**src/hdl/assert_macros.svh**
```systemverilog
// Assertion macros shared by the RTL that carries checks.
// No dependencies; the bodies drop out when SYNTHESIS is defined.
`ifndef ASSERT_MACROS_SVH
`define ASSERT_MACROS_SVH
`ifndef SYNTHESIS
`define ASSERT_IMPLY(lbl, clk, rstn, ante, cons) \
    lbl: assert property (@(posedge clk) disable iff (!rstn) (ante) |-> (cons)) \
        else $error("assertion failed: same-cycle implication");
`define ASSERT_NEXT(lbl, clk, rstn, ante, cons) \
    lbl: assert property (@(posedge clk) disable iff (!rstn) (ante) |=> (cons)) \
        else $error("assertion failed: next-cycle implication");
`else
`define ASSERT_IMPLY(lbl, clk, rstn, ante, cons)
`define ASSERT_NEXT(lbl, clk, rstn, ante, cons)
`endif
`endif

```
**src/hdl/scii_pkg.sv**
```systemverilog
// Package for the sampled curve interpolator and integrator.
// Types, codes and widths shared by controller, datapath and top level.
`default_nettype none
package scii_pkg;

    localparam int TABLE_DEPTH_DEF = 512;
    localparam int NUM_W  = 50;
    localparam int PROD_W = NUM_W + 2;
    localparam int ACC_W  = 56;
    localparam int DEN_W  = 17;
    localparam int DIV_CW = $clog2(NUM_W + 1);
    localparam int APB_AW = 4;

    localparam logic [1:0] ACT_WRITE = 2'd0;
    localparam logic [1:0] ACT_EVAL  = 2'd1;
    localparam logic [1:0] ACT_INTEG = 2'd2;

    localparam logic [1:0] REG_FIRST_WL = 2'd0;
    localparam logic [1:0] REG_STEP     = 2'd1;
    localparam logic [1:0] REG_COUNT    = 2'd2;

    typedef enum logic [1:0] {
        ST_OK    = 2'd0,
        ST_SPAN  = 2'd1,
        ST_INDEX = 2'd2,
        ST_ORDER = 2'd3
    } status_t;

    typedef enum logic [4:0] {
        OP_NONE, OP_LOAD, OP_WRITE, OP_ZERO, OP_CLIP, OP_RD0, OP_TAKE0, OP_RES_Y,
        OP_DIV_X, OP_CLAMP, OP_RD_I, OP_RD_I1, OP_GET_V1, OP_MUL_D, OP_NUM,
        OP_DIV_N, OP_INTERP_END, OP_MUL_EDGE, OP_RD_P, OP_MUL_FIRST, OP_ACC_SET,
        OP_WALK_START, OP_WALK, OP_MUL_LAST, OP_ACC_ADD, OP_RES_ACC, OP_EMIT
    } dp_op_t;

    typedef struct packed {
        dp_op_t  op;
        logic    xsel_b;
        status_t code;
    } dp_cmd_t;

    typedef struct packed {
        logic act_write;
        logic act_eval;
        logic act_integ;
        logic idx_ok;
        logic span_zero;
        logic lo_eq_f;
        logic lo_out;
        logic lo_gt_hi;
        logic lo_eq_hi;
        logic a_gt_b;
        logic a_eq_b;
        logic p_gt_q;
        logic div_busy;
        logic walk_done;
    } dp_flags_t;

    typedef enum logic [4:0] {
        S_IDLE, S_DISPATCH, S_EVAL_CHK, S_INT_CHK, S_RD0, S_TAKE0, S_RES_Y,
        S_DIVX, S_DIVX_W, S_CLAMP, S_RD_I, S_RD_I1, S_GET_V1, S_MUL_D, S_NUM,
        S_DIVN, S_DIVN_W, S_IEND, S_INT_PQ, S_EDGE_MUL, S_EDGE_ACC, S_RD_P,
        S_FIRST_MUL, S_FIRST_ACC, S_WALK_START, S_WALK, S_LAST_MUL, S_LAST_ACC,
        S_RES_ACC, S_EMIT
    } ctrl_state_t;

endpackage
`default_nettype wire

```
**src/hdl/scii_ctrl.sv**
```systemverilog
// Controller state machine: sequences datapath commands for each beat.
// Depends on scii_pkg for commands, flags and states.
`default_nettype none
module scii_ctrl
    import scii_pkg::*;
(
    input  wire logic      aclk,
    input  wire logic      aresetn,
    input  wire logic      s_tvalid,
    output logic           s_tready,
    output logic           m_tvalid,
    input  wire logic      m_tready,
    input  wire dp_flags_t flags,
    output dp_cmd_t        cmd
);

    ctrl_state_t state_reg, state_next;
    logic        sel_b_reg, sel_b_next;
    logic        valid_reg, valid_next;

    always_ff @(posedge aclk) begin
        if (!aresetn) begin
            state_reg <= S_IDLE;
            sel_b_reg <= 1'b0;
            valid_reg <= 1'b0;
        end else begin
            state_reg <= state_next;
            sel_b_reg <= sel_b_next;
            valid_reg <= valid_next;
        end
    end

    always_comb begin
        state_next = state_reg;
        sel_b_next = sel_b_reg;
        valid_next = valid_reg && !m_tready;
        cmd.op     = OP_NONE;
        cmd.xsel_b = sel_b_reg;
        cmd.code   = ST_OK;
        s_tready   = 1'b0;
        case (state_reg)
            S_IDLE: begin
                s_tready = 1'b1;
                if (s_tvalid) begin
                    cmd.op     = OP_LOAD;
                    state_next = S_DISPATCH;
                end
            end
            S_DISPATCH: begin
                sel_b_next = 1'b0;
                if (flags.act_write) begin
                    cmd.op     = flags.idx_ok ? OP_WRITE : OP_ZERO;
                    cmd.code   = ST_INDEX;
                    state_next = S_EMIT;
                end else if (flags.act_eval || (flags.act_integ && flags.lo_eq_hi)) begin
                    cmd.op     = OP_CLIP;
                    state_next = S_EVAL_CHK;
                end else if (flags.act_integ) begin
                    if (flags.lo_gt_hi) begin
                        cmd.op     = OP_ZERO;
                        cmd.code   = ST_ORDER;
                        state_next = S_EMIT;
                    end else begin
                        cmd.op     = OP_CLIP;
                        state_next = S_INT_CHK;
                    end
                end else begin
                    cmd.op     = OP_ZERO;
                    state_next = S_EMIT;
                end
            end
            S_EVAL_CHK: begin
                if (flags.span_zero) begin
                    if (flags.lo_eq_f) begin
                        state_next = S_RD0;
                    end else begin
                        cmd.op     = OP_ZERO;
                        cmd.code   = ST_SPAN;
                        state_next = S_EMIT;
                    end
                end else if (flags.lo_out) begin
                    cmd.op     = OP_ZERO;
                    cmd.code   = ST_SPAN;
                    state_next = S_EMIT;
                end else begin
                    state_next = S_DIVX;
                end
            end
            S_INT_CHK: begin
                if (flags.a_gt_b) begin
                    cmd.op     = OP_ZERO;
                    cmd.code   = ST_SPAN;
                    state_next = S_EMIT;
                end else if (flags.a_eq_b || flags.span_zero) begin
                    cmd.op     = OP_ZERO;
                    state_next = S_EMIT;
                end else begin
                    state_next = S_DIVX;
                end
            end
            S_RD0: begin
                cmd.op     = OP_RD0;
                state_next = S_TAKE0;
            end
            S_TAKE0: begin
                cmd.op     = OP_TAKE0;
                state_next = S_RES_Y;
            end
            S_RES_Y: begin
                cmd.op     = OP_RES_Y;
                state_next = S_EMIT;
            end
            S_DIVX: begin
                cmd.op     = OP_DIV_X;
                state_next = S_DIVX_W;
            end
            S_DIVX_W: begin
                if (!flags.div_busy) begin
                    state_next = S_CLAMP;
                end
            end
            S_CLAMP: begin
                cmd.op     = OP_CLAMP;
                state_next = S_RD_I;
            end
            S_RD_I: begin
                cmd.op     = OP_RD_I;
                state_next = S_RD_I1;
            end
            S_RD_I1: begin
                cmd.op     = OP_RD_I1;
                state_next = S_GET_V1;
            end
            S_GET_V1: begin
                cmd.op     = OP_GET_V1;
                state_next = S_MUL_D;
            end
            S_MUL_D: begin
                cmd.op     = OP_MUL_D;
                state_next = S_NUM;
            end
            S_NUM: begin
                cmd.op     = OP_NUM;
                state_next = S_DIVN;
            end
            S_DIVN: begin
                cmd.op     = OP_DIV_N;
                state_next = S_DIVN_W;
            end
            S_DIVN_W: begin
                if (!flags.div_busy) begin
                    state_next = S_IEND;
                end
            end
            S_IEND: begin
                cmd.op = OP_INTERP_END;
                if (flags.act_integ && !flags.lo_eq_hi) begin
                    if (!sel_b_reg) begin
                        sel_b_next = 1'b1;
                        state_next = S_DIVX;
                    end else begin
                        state_next = S_INT_PQ;
                    end
                end else begin
                    state_next = S_RES_Y;
                end
            end
            S_INT_PQ: begin
                state_next = flags.p_gt_q ? S_EDGE_MUL : S_RD_P;
            end
            S_EDGE_MUL: begin
                cmd.op     = OP_MUL_EDGE;
                state_next = S_EDGE_ACC;
            end
            S_EDGE_ACC: begin
                cmd.op     = OP_ACC_SET;
                state_next = S_RES_ACC;
            end
            S_RD_P: begin
                cmd.op     = OP_RD_P;
                state_next = S_FIRST_MUL;
            end
            S_FIRST_MUL: begin
                cmd.op     = OP_MUL_FIRST;
                state_next = S_FIRST_ACC;
            end
            S_FIRST_ACC: begin
                cmd.op     = OP_ACC_SET;
                state_next = S_WALK_START;
            end
            S_WALK_START: begin
                cmd.op     = OP_WALK_START;
                state_next = S_WALK;
            end
            S_WALK: begin
                if (flags.walk_done) begin
                    state_next = S_LAST_MUL;
                end else begin
                    cmd.op = OP_WALK;
                end
            end
            S_LAST_MUL: begin
                cmd.op     = OP_MUL_LAST;
                state_next = S_LAST_ACC;
            end
            S_LAST_ACC: begin
                cmd.op     = OP_ACC_ADD;
                state_next = S_RES_ACC;
            end
            S_RES_ACC: begin
                cmd.op     = OP_RES_ACC;
                state_next = S_EMIT;
            end
            S_EMIT: begin
                if (!valid_reg || m_tready) begin
                    cmd.op     = OP_EMIT;
                    valid_next = 1'b1;
                    state_next = S_IDLE;
                end
            end
            default: begin
                state_next = S_IDLE;
            end
        endcase
    end

    assign m_tvalid = valid_reg;

endmodule
`default_nettype wire

```
**config.mk**
```make
export PLATFORM = sky130hd
export DESIGN_NAME = scii_ctrl
export DESIGN_NICKNAME = d
export VERILOG_FILES = /design/src/hdl/assert_macros.svh /design/src/hdl/scii_pkg.sv /design/src/hdl/scii_ctrl.sv
export SDC_FILE = /design/constraint.sdc
export NUM_CORES = 1
export LEC_CHECK = 0
export BUFFER_PORTS_ARGS = -buffer_cell sky130_fd_sc_hd__clkbuf_2
export CAP_MARGIN = 10
export CORE_UTILIZATION = 53
export DETAILED_ROUTE_END_ITERATION = 12
export GPL_TIMING_DRIVEN = 0
export PLACE_DENSITY_LB_ADDON = 0.12
export SLEW_MARGIN = 5
export SYNTH_ARGS = -nofsm -noshare
export SYNTH_HDL_FRONTEND = slang
export SYNTH_SLANG_ARGS = --single-unit
export TNS_END_PERCENT = 10
```
**constraint.sdc**
```tcl
create_clock -name aclk -period 1.62 [get_ports aclk]
set_input_delay 0.162 -clock aclk [delete_from_list [all_inputs] [get_ports aclk]]
set_output_delay 0.162 -clock aclk [all_outputs]
set_load 0.005 [all_outputs]
```
==> flow_summary_export.csv <==
group,metric,value,unit
clock_tree,cts.sinks,7,
clock_tree,cts_buffers,3,
global_route,antenna_found_initial,0,
clock_tree,clockRootBuffer,"clkbuf_4",
synth,synthCells,163,
floorplanning,die_x,47.0,um
floorplanning,coreArea,1800,sq um
global_route,grt_start_max_net_pins,11,
synth,synth.cell_area,1070,sq um
run,maxCapViolations,0,
synth,yosys-top-cells-area,"dfxtp_1 13%, a21oi_1 7.9%, nand2_1 5.3%",
power_and_ir_drop,p_clk_share,5.5,%
drt,highest_layer,"met4",
synth,synth_mux_area_share,0.933,%
worst_hold_path,holdPathEnd,"m_tvalid",
clock_tree,htree_levels,1,
power_and_ir_drop,p_seq_share,12.0,%
setup_path,start_kind,"flop",
floorplanning,die_h,47.0,um
worst_hold_path,hp-class,"input port to flop",
synth,synthArstFlopShare,0,%
synth,yosysTopAreaCell,"dfxtp_1",
drt,wirelength,4.83,mm
clock_tree,cts_max_path_buffers,2,
timing,fmaxAchievable,0.524,GHz
synth,synth-adder-area-share,0,%
timing,hold_violations,0,
worst_hold_path,hold_start,"aresetn",
timing,maxSlewHeadroom,65.4,%
drt,wl_met3,755,um
clock_tree,cts_hold_buffers,0,
setup_path,critPathMaxStageDelay,0.32,ns
drt,drtPass1Iterations,6,
synth,synth.yosys.seq_area_share,13.1,%
drt,vias,1707,
run_status,failed_checks,"setup timing",
synth,synth-compound-area-share,37.8,%
drt,routed_via_density,7.29,
setup_path,worstPathArrival,1.74,ns
power_and_ir_drop,p_sw_share,50.8,%
setup_path,reg2reg_from,"state_reg[4]",
power_and_ir_drop,power,0.00278,W
power_and_ir_drop,irDropWorstVdd,1.60,mV
layout,antenna_cells,0,
timing,tightest_slew,0.519,ns
power_and_ir_drop,leakage,0.671,nW
drt,ant_nets,0,
setup_path,r2r_cells,7,
layout,multi_input_area,955,sq um
layout,regArea,151,sq um
timing,finalCritPeriodShare,118,%
timing,clock-skew-final,0.00302,ns
layout,largest_reg_flops,5,
synth,yosys_warnings,0,
synth,synth_cell_types,47,
drt,m1WireLength,1.74,mm
setup_path,crit_start,"state_reg[3]",
synth,synth_xor_area_share,0.817,%
layout,design_area,1570,sq um
synth,synth.most_common_cell,"a21oi_1",
synth,synth_top_family_by_area,"simple AND/OR/NAND/NOR gates",
synth,synth-seq-cells,7,
timing,fin_crit,1.91,ns
setup_path,cp_slowest_cell,"dfxtp_2",
power_and_ir_drop,power_switching,0.00141,W
floorplanning,start_util,59.5,%
timing,setup_slack,-0.287,ns
synth,syn-num-nets,181,
setup_path,worstSetupEndpointType,"primary output",
clock_tree,clock_latency,0.25,ns
placement,placed_area,1240,sq um
synth,synth-simple-area-share,39.3,%
placement,hpwl,2.61,mm
synth,ys_top_cells_by_count,"17 x a21oi_1, 15 x nand2_1, 15 x nor2_1, 11 x o21ai_0, 9 x buf_2",
drt,drt_iter0_drc,223,
worst_hold_path,whs_path_depth,2,
global_route,first_global_vias,1288,
setup_path,path_class,"flop to primary output",
layout,layout-drive-gt1-share,40.7,%
power_and_ir_drop,comb_power_share,82.6,%
layout,num-fill-cells,98,
setup_path,cp_num_buf_inv,3,
power_and_ir_drop,internal-power,0.00137,W
placement,place_congestion,1.00,
setup_path,ff2ff_setup_slack,-0.26,ns
timing,tns,-2.09,ns
floorplanning,fp-row-count,15,
setup_path,r2r_end,"state_reg[4]",
global_route,globalRouteTotalUtil,39.6,%
timing,rsz0062_at_grt,"true",
synth,avgSynthCellArea,6.58,sq um
timing,drv_slew,0,
power_and_ir_drop,powerDensity,1770,nW/um^2
placement,portBuffers,27,
floorplanning,io_pins,28,
global_route,grt_pass1_wl,6.11,mm
run_status,status,"finished with violations",
setup_path,cp_cell_sequence,"buf_6 -> buf_8 -> nand2b_4 -> nor2b_1 -> o22ai_1 -> a22oi_1 -> nand3_1 -> buf_2",
global_route,grt-ovfl-total,0,
clock_tree,clk_pin_slew_worst_paths,0.05,ns
drt,wire_per_inst,20.7,um
synth,synthFlopType,"dfxtp_1",
drt,drc_errors,0,
drt,wl_met2,1.98,mm
setup_path,worst_ep_required_time,1.46,ns
layout,area_delta_synth_final,46.4,%
floorplanning,die_area,2210,sq um
clock_tree,cts_tree,"done",
timing,finalSetupViolCount,12,
synth,synth_top_area_share,13.1,%
layout,nets,228,
synth,synth-edff-count,0,
setup_path,worst-path-max-fanout,10,
setup_path,crit_family,"buffers and inverters",
[layout by cell type, fill, tap and decap left out, drive strengths merged, types with 2 or more instances in the layout]
cell type   n
o22ai       2
o211a       2
nor2       15
clkbuf     29
nor2b       9
a21oi      17
inv         5
o21a        2
a31oi       4
o31ai       3
buf        30
a22oi       2
dfxtp       7
nor4        2
a32oi       2
nand2b      6
nor3        5
a21o        2
nor4b       3
nand3b      2
o211ai      4
nand2      15
o221ai      3
nand3       6
nor3b       3
or2         4
o21ai      11
[cell families after synthesis]
kind of cell	Yosys count
AND/OR/NAND/NOR	74
AO/OA/AOI/OAI	62
buffers and inverters	18
flip-flops	7
XOR/XNOR	1
multiplexers	1
[worst register-to-register path: cells and delay by family (launching register included)]
| family | cells | cell delay, ns |
|---|---|---|
| compound gates | 2 | 0.46 |
| xor+xnor | 1 | 0.19 |
| buf+inv | 2 | 0.28 |
| flops | 1 | 0.34 |
| simple gates | 2 | 0.50 |
[layout make-up]
type	count	area share, %
plain buffers	13	8.84
multi-input cells	138	60.8
repair buffers	42	15.9
well taps	25	1.99
flip-flops and latches	7	9.64
clock buffers	4	1.67
inverters	5	1.20
[per-stage QoR]
step / hold WS (ns) / setup WS (ns) / utilization (%) / std cells
detailed placement: 0.499 / -0.326 / 68.8 / 215
finish: 0.260 / -0.287 / 87.2 / 234
global placement: 0.488 / -0.278 / 68.8 / 215
CTS: 0.239 / -0.151 / 81.7 / 226
global route: 0.253 / -0.304 / 87.2 / 234
floorplan: 0.280 / 0.136 / - / 163
[repair_timing]
item | 4_1_cts | 5_1_grt
gates cloned | 0 | 1
gates resized for setup | 46 | 15
endpoints found under the setup margin | 11 | 11
pin swaps | 3 | 12
buffers inserted | 7 | 7
[routing by layer]
metal,up-vias,global-route usage (%)
met5,-,0
met4,0,21.7
met3,67,8.08
met2,207,59.2
met1,735,53.2
li1,698,-
[worst max path at each step]
stage	slack (ns)	cells past startpoint	end
final	-0.29	8	cmd[4]
after global routing	-0.30	8	cmd[4]
after CTS	-0.15	5	cmd[5]
after detailed placement	-0.33	5	cmd[4]
after global placement	-0.28	5	cmd[4]
after floorplan	0.14	5	state_reg[4]
[power groups by stage]
stage | clock, W | sequential, W | combinational, W
5_1_grt | 0.000162 | 0.000335 | 0.00239
3_5_place_dp | 0 | 0.000282 | 0.00151
2_1_floorplan | 0 | 0.000267 | 0.00110
3_3_place_gp | 0 | 0.000278 | 0.00148
4_1_cts | 0.000158 | 0.000321 | 0.00184
6_report | 0.000151 | 0.000333 | 0.00229
(Power assumes the default switching activity.)
